==> src/wahenc_pkg.sv <==
// wahenc_pkg: shared types and constants of the wah bitmap encoder
// used by every module of the encoder; depends on nothing else

package wahenc_pkg;

  localparam int unsigned BlockBits = 31;
  localparam int unsigned NumWidth  = 27;
  localparam int unsigned WordWidth = 32;
  localparam int unsigned FifoDepth = 4;
  localparam int unsigned PtrWidth  = $clog2(FifoDepth);
  localparam int unsigned CntWidth  = $clog2(FifoDepth + 1);

  // reciprocal of 31 scaled by 2^36, rounded up; exact for any 31-bit index
  localparam logic [31:0] Div31Magic = 32'd2216757315;
  localparam int unsigned Div31Shift = 36;

  localparam logic [WordWidth-1:0] FillFlag = 32'h8000_0000;
  localparam logic [WordWidth-1:0] FillOne  = 32'h4000_0000;

  typedef enum logic {
    CMD_WRITE = 1'b0,
    CMD_FLUSH = 1'b1
  } cmd_e;

  typedef enum logic {
    ST_WORD  = 1'b0,
    ST_ERROR = 1'b1
  } status_e;

  // one input word after the block number has been split off
  typedef struct packed {
    cmd_e                cmd;
    logic                val;
    logic [4:0]          idx_lo;
    logic [NumWidth-1:0] block;
  } item_t;

  // one result word
  typedef struct packed {
    status_e              status;
    logic [WordWidth-1:0] word;
    logic                 eor;
  } res_t;

  // results of one item, r0 first
  typedef struct packed {
    logic [1:0] n;
    res_t       r0;
    res_t       r1;
  } emit_t;

endpackage

==> src/wahenc_front.sv <==
// wahenc_front: input register and block-number split (index / 31)
// depends on wahenc_pkg

module wahenc_front
  import wahenc_pkg::*;
(
  input  logic        clk_i,
  input  logic        rst_ni,
  input  logic        in_valid_i,
  output logic        in_ready_o,
  input  cmd_e        in_cmd_i,
  input  logic [30:0] in_idx_i,
  input  logic        in_val_i,
  output logic        out_valid_o,
  input  logic        out_ready_i,
  output item_t       out_item_o
);

  logic        s1_valid_q, s1_valid_d;
  cmd_e        s1_cmd_q;
  logic [30:0] s1_idx_q;
  logic        s1_val_q;
  logic        s2_valid_q, s2_valid_d;
  item_t       s2_item_q, s2_item_d;
  logic        s1_ready, s2_ready;
  logic [62:0] prod;

  assign s2_ready   = !s2_valid_q || out_ready_i;
  assign s1_ready   = !s1_valid_q || s2_ready;
  assign in_ready_o = s1_ready;

  // quotient by multiply with the scaled reciprocal
  assign prod = {32'd0, s1_idx_q} * {31'd0, Div31Magic};

  always_comb begin
    s1_valid_d       = s1_ready ? in_valid_i : s1_valid_q;
    s2_valid_d       = s2_ready ? s1_valid_q : s2_valid_q;
    s2_item_d.cmd    = s1_cmd_q;
    s2_item_d.val    = s1_val_q;
    s2_item_d.idx_lo = s1_idx_q[4:0];
    s2_item_d.block  = prod[Div31Shift +: NumWidth];
  end

  always_ff @(posedge clk_i or negedge rst_ni) begin
    if (!rst_ni) begin
      s1_valid_q <= 1'b0;
      s2_valid_q <= 1'b0;
    end else begin
      s1_valid_q <= s1_valid_d;
      s2_valid_q <= s2_valid_d;
    end
  end

  always_ff @(posedge clk_i) begin
    if (in_valid_i && s1_ready) begin
      s1_cmd_q <= in_cmd_i;
      s1_idx_q <= in_idx_i;
      s1_val_q <= in_val_i;
    end
    if (s1_valid_q && s2_ready) begin
      s2_item_q <= s2_item_d;
    end
  end

  assign out_valid_o = s2_valid_q;
  assign out_item_o  = s2_item_q;

endmodule

==> src/wahenc_pack.sv <==
// wahenc_pack: open block, hold stage with fill merging, result generation
// depends on wahenc_pkg

module wahenc_pack
  import wahenc_pkg::*;
(
  input  logic  clk_i,
  input  logic  rst_ni,
  input  logic  item_valid_i,
  input  item_t item_i,
  input  logic  room_i,
  output logic  take_o,
  output emit_t emit_o
);

  logic [BlockBits-1:0] open_q, open_d;
  logic [NumWidth-1:0]  num_q, num_d;
  logic [WordWidth-1:0] held_q, held_d;
  logic                 held_v_q, held_v_d;

  logic                 take;
  emit_t                emit;
  logic [BlockBits-1:0] blk, base;
  logic [4:0]           pos;
  logic [NumWidth-1:0]  span, gaps;
  logic [WordWidth-1:0] w1, w2, h1, h2;
  logic                 has_w2, merge1;
  logic                 cnt;

  always_comb begin
    take     = item_valid_i && room_i;
    open_d   = open_q;
    num_d    = num_q;
    held_d   = held_q;
    held_v_d = held_v_q;
    emit     = '0;
    blk      = open_q;
    base     = open_q;
    // index - 31*block, modulo 32
    pos      = item_i.idx_lo + item_i.block[4:0];
    span     = item_i.block - num_q;
    gaps     = span - NumWidth'(1);
    w1       = '0;
    w2       = FillFlag | WordWidth'(gaps);
    h1       = '0;
    h2       = '0;
    has_w2   = 1'b0;
    merge1   = 1'b0;
    cnt      = 1'b0;

    if (take) begin
      if (item_i.cmd == CMD_FLUSH) begin
        if (held_v_q) begin
          emit.n  = 2'd2;
          emit.r0 = '{status: ST_WORD, word: held_q, eor: 1'b0};
          emit.r1 = '{status: ST_WORD, word: {1'b0, blk}, eor: 1'b1};
        end else begin
          emit.n  = 2'd1;
          emit.r0 = '{status: ST_WORD, word: {1'b0, blk}, eor: 1'b1};
        end
        open_d   = '0;
        num_d    = '0;
        held_d   = '0;
        held_v_d = 1'b0;
      end else if (item_i.block < num_q) begin
        emit.n  = 2'd1;
        emit.r0 = '{status: ST_ERROR, word: '0, eor: 1'b1};
      end else begin
        if (item_i.block > num_q) begin
          // close the open block
          if (blk == '0) begin
            w1 = FillFlag | WordWidth'(span);
          end else begin
            w1     = (&blk) ? (FillFlag | FillOne | WordWidth'(1)) : {1'b0, blk};
            has_w2 = (gaps != '0);
          end

          // first push
          merge1 = held_v_q && held_q[31] && w1[31] && (held_q[30] == w1[30]);
          if (merge1) begin
            h1 = {held_q[31:30], held_q[29:0] + w1[29:0]};
          end else begin
            if (held_v_q) begin
              emit.r0 = '{status: ST_WORD, word: held_q, eor: 1'b0};
              cnt     = 1'b1;
            end
            h1 = w1;
          end

          // second push, always a 0-fill
          if (has_w2) begin
            if (h1[31] && !h1[30]) begin
              h2 = {h1[31:30], h1[29:0] + w2[29:0]};
            end else begin
              if (cnt) begin
                emit.r1 = '{status: ST_WORD, word: h1, eor: 1'b0};
              end else begin
                emit.r0 = '{status: ST_WORD, word: h1, eor: 1'b0};
              end
              h2 = w2;
              emit.n = cnt ? 2'd2 : 2'd1;
            end
          end else begin
            h2 = h1;
            emit.n = {1'b0, cnt};
          end
          if (has_w2 && h1[31] && !h1[30]) begin
            emit.n = {1'b0, cnt};
          end

          held_d   = h2;
          held_v_d = 1'b1;
          base     = '0;
          num_d    = item_i.block;
        end
        if (item_i.val) begin
          open_d = base | (BlockBits'(1) << pos);
        end else begin
          open_d = base & ~(BlockBits'(1) << pos);
        end
      end
    end
  end

  always_ff @(posedge clk_i or negedge rst_ni) begin
    if (!rst_ni) begin
      open_q   <= '0;
      num_q    <= '0;
      held_q   <= '0;
      held_v_q <= 1'b0;
    end else begin
      open_q   <= open_d;
      num_q    <= num_d;
      held_q   <= held_d;
      held_v_q <= held_v_d;
    end
  end

  assign take_o = take;
  assign emit_o = emit;

endmodule

==> src/wahenc_ofifo.sv <==
// wahenc_ofifo: small result queue taking up to two words per cycle
// depends on wahenc_pkg

module wahenc_ofifo
  import wahenc_pkg::*;
(
  input  logic  clk_i,
  input  logic  rst_ni,
  input  emit_t emit_i,
  output logic  room_o,
  output logic  out_valid_o,
  input  logic  out_ready_i,
  output res_t  out_res_o
);

  res_t                mem_q [FifoDepth];
  logic [PtrWidth-1:0] wr_q, wr_d, rd_q, rd_d;
  logic [CntWidth-1:0] cnt_q, cnt_d;
  logic                rd_en;

  assign rd_en  = (cnt_q != '0) && out_ready_i;
  // room for a full pair of results
  assign room_o = (cnt_q <= CntWidth'(FifoDepth - 2));

  always_comb begin
    wr_d  = wr_q + PtrWidth'(emit_i.n);
    rd_d  = rd_q + PtrWidth'(rd_en);
    cnt_d = cnt_q + CntWidth'(emit_i.n) - CntWidth'(rd_en);
  end

  always_ff @(posedge clk_i or negedge rst_ni) begin
    if (!rst_ni) begin
      wr_q  <= '0;
      rd_q  <= '0;
      cnt_q <= '0;
    end else begin
      wr_q  <= wr_d;
      rd_q  <= rd_d;
      cnt_q <= cnt_d;
    end
  end

  always_ff @(posedge clk_i) begin
    if (emit_i.n != 2'd0) begin
      mem_q[wr_q] <= emit_i.r0;
    end
    if (emit_i.n == 2'd2) begin
      mem_q[wr_q + PtrWidth'(1)] <= emit_i.r1;
    end
  end

  assign out_valid_o = (cnt_q != '0);
  assign out_res_o   = mem_q[rd_q];

endmodule

==> src/wah_bitmap_encoder_core.sv <==
// wah_bitmap_encoder_core: top level of the 32-bit wah bitmap encoder
// depends on wahenc_pkg, wahenc_front, wahenc_pack, wahenc_ofifo

// Streaming WAH encoder. Each input word is a bit write (tuser=0) with a
// non-decreasing bit index, or a flush (tuser=1). Bits gather in an open
// 31-bit block; when a write moves past it, the block closes into a literal,
// a 1-fill, or a 0-fill that also covers skipped blocks, and the last word is
// held back so later fills of the same value merge into it. A flush sends the
// held word and then the raw open block with tlast set, and clears the state.
// A write into an already closed block returns one error word (tuser=1,
// tdata=0, tlast=1) and changes nothing. Timing: a word is taken every cycle
// unless back-pressure stalls the two-stage front end (input register, then
// multiply by the reciprocal of 31 for the block number), whose second stage
// feeds the encoder state; the encoder takes one item per cycle while the
// four-entry result queue has room for two words. The single output port
// sends one word per cycle while m_axis_tready is high, so the sustained rate
// is one item per cycle for items giving at most one word, lower otherwise.
// Each result passes both front-end registers and the queue to the output.

module wah_bitmap_encoder_core
  import wahenc_pkg::*;
#(
  parameter int unsigned INDEX_WIDTH = 31
) (
  input  logic        clk_i,
  input  logic        rst_ni,
  input  logic        s_axis_tvalid,
  output logic        s_axis_tready,
  input  logic [31:0] s_axis_tdata,   // [30:0] bit_index, [31] bit_value
  input  logic        s_axis_tuser,   // [0] command
  output logic        m_axis_tvalid,
  input  logic        m_axis_tready,
  output logic [31:0] m_axis_tdata,   // [31:0] code_word
  output logic        m_axis_tuser,   // [0] status
  output logic        m_axis_tlast    // end_of_run
);

  // only the low INDEX_WIDTH index bits count
  localparam logic [30:0] IdxMask = 31'((64'd1 << INDEX_WIDTH) - 64'd1);

  logic  item_valid;
  item_t item;
  logic  take;
  logic  room;
  emit_t emit;
  res_t  res;
  cmd_e  in_cmd;

  assign in_cmd = cmd_e'(s_axis_tuser);

  // input register and block-number split
  wahenc_front u_front (
    .clk_i       (clk_i),
    .rst_ni      (rst_ni),
    .in_valid_i  (s_axis_tvalid),
    .in_ready_o  (s_axis_tready),
    .in_cmd_i    (in_cmd),
    .in_idx_i    (s_axis_tdata[30:0] & IdxMask),
    .in_val_i    (s_axis_tdata[31]),
    .out_valid_o (item_valid),
    .out_ready_i (take),
    .out_item_o  (item)
  );

  // open block, hold stage and merging
  wahenc_pack u_pack (
    .clk_i        (clk_i),
    .rst_ni       (rst_ni),
    .item_valid_i (item_valid),
    .item_i       (item),
    .room_i       (room),
    .take_o       (take),
    .emit_o       (emit)
  );

  // result queue in front of the output port
  wahenc_ofifo u_ofifo (
    .clk_i       (clk_i),
    .rst_ni      (rst_ni),
    .emit_i      (emit),
    .room_o      (room),
    .out_valid_o (m_axis_tvalid),
    .out_ready_i (m_axis_tready),
    .out_res_o   (res)
  );

  assign m_axis_tdata = res.word;
  assign m_axis_tuser = res.status;
  assign m_axis_tlast = res.eor;

endmodule

==> config.mk <==
export PLATFORM = sky130hd
export DESIGN_NAME = wah_bitmap_encoder_core
export DESIGN_NICKNAME = d
export VERILOG_FILES = /design/src/wahenc_pkg.sv /design/src/wahenc_front.sv /design/src/wahenc_pack.sv /design/src/wahenc_ofifo.sv /design/src/wah_bitmap_encoder_core.sv
export SDC_FILE = /design/constraint.sdc
export NUM_CORES = 1
export LEC_CHECK = 0
export ABC_AREA = 0
export BUFFER_PORTS_ARGS = -buffer_cell sky130_fd_sc_hd__buf_4
export CORE_MARGIN = 2
export CORE_UTILIZATION = 46
export CTS_CLUSTER_SIZE = 12
export DETAILED_ROUTE_END_ITERATION = 16
export PLACE_DENSITY = 0.66
export SLEW_MARGIN = 0
export SYNTH_ARGS = -nofsm -noshare
export SYNTH_HDL_FRONTEND = slang
export SYNTH_SLANG_ARGS = --single-unit
==> constraint.sdc <==
create_clock -name clk_i -period 8.2 [get_ports clk_i]
set_input_delay 0.82 -clock clk_i [delete_from_list [all_inputs] [get_ports clk_i]]
set_output_delay 0.82 -clock clk_i [all_outputs]
set_load 0.05 [all_outputs]
==> impl_summary.log <==
INFO  metric outcome = finished, final reports clean
INFO  metric final.setup.tns = 0 ps
INFO  metric placed_cells_incl_taps = around 3,500
INFO  metric nets = between 3,000 and 4,000
INFO  metric critPathArrivalTime = 7790 ps
INFO  metric drt_pre_antenna_iters = 6
INFO  metric die_height = between 200 and 250 µm
INFO  metric asyncSetResetFlopFracSynth = roughly 33%
INFO  metric tritoncts = done
INFO  metric finalWorstPathRequiredPeriod = 7470 ps
INFO  metric routed_via_count = 21,600
INFO  metric first_iter_violations = between 2,000 and 2,500
INFO  metric postSynth.topFlopCell = sky130_fd_sc_hd__edfxtp_1
INFO  metric first_pass_grt_wire_length = around 120 mm
INFO  metric tritoncts_num_sinks = 303
INFO  metric synth_simple_gate_area_share = roughly 10%
INFO  metric worst_path_dominant_cell_family = adder cells
INFO  metric fin_worst_skew = approximately 26 ps
INFO  metric synth_seq_cells = between 300 and 400
INFO  metric cts_post_setup_buffers_inserted = 0
INFO  metric cts.root.buffer_cell = sky130_fd_sc_hd__clkbuf_16
INFO  metric clock.fmax = about 0.13 GHz
INFO  metric worst_path_most_repeated_cell = sky130_fd_sc_hd__ha_1
INFO  metric floorplan.die_area = slightly above 0.06 mm²
INFO  metric cp_slowest_stage_delay = about 540 ps
INFO  metric final_layout_size_suffix_gt1_share = under 10%
INFO  metric quantity_of_gates_resized_following_cts = 0
INFO  metric finalHoldViolations = 0
INFO  metric worst-setup-path-type = reg2reg
INFO  metric n_antenna_cell = 0
INFO  metric initial_antenna_violation_count = 0
INFO  metric postRouteWirelength = roughly 80 mm
INFO  metric crit_path_end_kind = register
INFO  metric syn_area = ~0.027 mm²
INFO  metric first_global_vias = approximately 22,000
INFO  metric sequential_standard_cell_area = around 0.0086 mm²
INFO  metric max_cap_violations = 0
INFO  metric setup-violations-final = 0
INFO  metric synth_mux_area_share = under 10%
INFO  metric clock_insertion_delay_worst_skew = 590 ps
INFO  metric htree_levels = 2
INFO  metric cp.required = roughly 8500 ps
INFO  metric grt_max_degree = 80
INFO  metric synth_xor_xnor_area_share = under 10%
INFO  metric grt.overflow.total = 0
INFO  metric timing_worst_slew_pin_value = 1260 ps
INFO  metric grt_setup_unrepaired = no
INFO  metric cts_inserted_buffers = 37
INFO  metric post-synth-top-area-cell = sky130_fd_sc_hd__edfxtp_1
INFO  metric synth_top_cell_area_share = between 20% and 30%
INFO  metric areaGrowthSynthToFinish = 9.80%
INFO  metric ys_warn_count = 0
INFO  metric multi_input_area = roughly 0.017 mm²
INFO  metric path_max_fanout = 5
INFO  metric cts-root-to-sink-buffers = 3
INFO  metric syn-num-nets = between 3,000 and 4,000
INFO  metric start_util = between 40% and 50%
INFO  metric floorplan.rows = 88
INFO  metric vias_per_cell = between 6 and 7
INFO  metric nFillCells = around 5,200
INFO  metric die_w = about 250 µm
INFO  metric critical-path-slowest-cell = sky130_fd_sc_hd__edfxtp_1
INFO  metric detailed_place_hpwl = 59.1 mm
INFO  metric finalWeightedCongestion = just under 1
INFO  metric final.period_utilization = 91.1%
INFO  metric synth-edff-count = around 200
INFO  metric synth_top_cells_by_area = sky130_fd_sc_hd__edfxtp_1, sky130_fd_sc_hd__ha_1, sky130_fd_sc_hd__dfrtp_1, sky130_fd_sc_hd__fa_1, sky130_fd_sc_hd__inv_1
INFO  metric port_buffers = 72
INFO  metric fp.coreArea = between 0.05 and 0.06 mm²
INFO  metric synth-adder-area-share = between 20 and 30%
INFO  metric rel_slew_slack = 15.7%
INFO  metric worstPathBufferInverterCount = 4
INFO  metric holdCritPathClass = in2async
INFO  metric mean_cell_area_of_the_mapped_netlist = 9.93 µm²
INFO  metric fin_cells = about 3,500
INFO  metric antenna_left = 0
INFO  metric postCtsHoldBufs = 0
INFO  metric avgRoutedWirePerCell = approximately 22 µm
INFO  metric main_combinational_cell_family_by_area_after_synthesis = adder cells
INFO  metric sequential_to_total_area_share_from_yosys_stat = a little under a third
INFO  metric gr-usage-all-layers = a little over a quarter
INFO  metric syn_inst = ~2,700
INFO  metric top_level_ports = 73
INFO  metric fin_util = a little over 50%
INFO  metric post-route-drc-count = 0
INFO  metric synth_compound_gate_area_share = 17.7%
INFO  metric timing.critical_path.from_type = register
INFO  metric worst_setup_hold_path_clk_slew = around 60 ps
INFO  metric netlist_cell_types = 78
INFO  metric timing_max_transition_violations_final = 0
[worst register-to-register path: cells and delay by family, from the launching register on]
kind,cells,cell delay [ps]
buffers and inverters,4,260
DFF,1,540
and+or+nand+nor,2,510
AOI/OAI and AO/OA,9,2470
xor gates and xnor gates,1,140
adders and majority gates,9,3280
[cell type report]
type                            count  share of cell area, %
Tap cell                          765                   3.24
Sequential cell                   303                   29.0
Clock buffer                       47                   3.26
Inverter                          298                   3.78
Timing Repair Buffer              127                   3.31
Clock inverter                     21                  0.880
Multi-Input combinational cell   1979                   56.6
[flip-flops by register name, summed over array words and instances, names as in the netlist]
signal               flops
u_ofifo.mem_q          136
u_front.s1_val_q         1
u_front.out_valid_o      1
u_pack.held_v_q          1
u_front.s1_valid_q       1
u_front.s1_cmd_q         1
u_pack.blk              31
u_ofifo.wr_q             2
u_ofifo.rd_q             2
u_front.out_item_o      34
u_pack.num_q            27
u_pack.held_q           32
u_ofifo.cnt_q            3
u_front.s1_idx_q        31
[routing by layer]
metal	wire length, µm	up-vias	track usage, %	part of all wire, %
li1	-	9982	-	-
met1	33400	10500	35.4	43
met2	36900	909	43.2	47
met3	5570	149	3.73	7.1
met4	2410	0	9.07	3.1
met5	0	-	0	0
[stage by stage]
step | setup slack, ps | hold slack, ps | instance area [µm²]
finish | 728 | 198 | 29600
global route | 331 | 214 | 29600
CTS | 739 | 204 | 29600
detailed placement | 762 | 415 | 28300
global placement | 859 | 410 | 28300
floorplan | 1620 | 400 | 26900
[logic make-up after synthesis]
group	count (synthesis)
AOI/OAI and AO/OA	735
xor gates and xnor gates	93
adders and majority gates	485
buffers and inverters	429
DFF	303
muxes	98
and+or+nand+nor	568
[path summary, 6_finish.rpt]
kind                                      start                     end  slack [ps]  depth (start not counted)
min reg2reg                    u_front.s1_val_q  u_front.out_item_o[32]         430                          0
max                        u_front.s1_idx_q[29]  u_front.out_item_o[25]         730                         25
min                                      rst_ni         u_pack.num_q[9]         200                          1
max in group asynchronous                rst_ni         u_ofifo.rd_q[0]        6530                          2
min in group clk_i             s_axis_tdata[16]    u_front.s1_idx_q[16]         420                          1
max reg2reg                u_front.s1_idx_q[29]  u_front.out_item_o[25]         730                         25
[cells in the mapped netlist, types with 32 or more instances]
cell                        number
sky130_fd_sc_hd__xnor2_1        55
sky130_fd_sc_hd__o22ai_1       100
sky130_fd_sc_hd__a21oi_1       163
sky130_fd_sc_hd__nand2_1       209
sky130_fd_sc_hd__mux4_2         34
sky130_fd_sc_hd__dfrtp_1       100
sky130_fd_sc_hd__o31ai_1        37
sky130_fd_sc_hd__a21o_1         45
sky130_fd_sc_hd__a22o_1         40
sky130_fd_sc_hd__mux2i_1        61
sky130_fd_sc_hd__o21ai_0       165
sky130_fd_sc_hd__inv_1         297
sky130_fd_sc_hd__nor3_1         43
sky130_fd_sc_hd__clkbuf_1       99
sky130_fd_sc_hd__edfxtp_1      199
sky130_fd_sc_hd__ha_1          371
sky130_fd_sc_hd__fa_1          114
sky130_fd_sc_hd__a22oi_1        32
sky130_fd_sc_hd__xor2_1         38
sky130_fd_sc_hd__nor2_1         96
sky130_fd_sc_hd__o2bb2ai_1      41
[placed cells by master, fill, tap and decap left out, drive strengths merged, types with 61 or more instances in the layout]
cell type	count
o22ai	100
mux2i	61
edfxtp	199
o21ai	172
buf	127
fa	114
nand2	209
a21oi	164
dfrtp	100
inv	299
ha	371
nor2	97
Power is left out: the tool's default activity adds up to more than one toggle a clock period on the data nets, which glitch-free logic cannot reach.
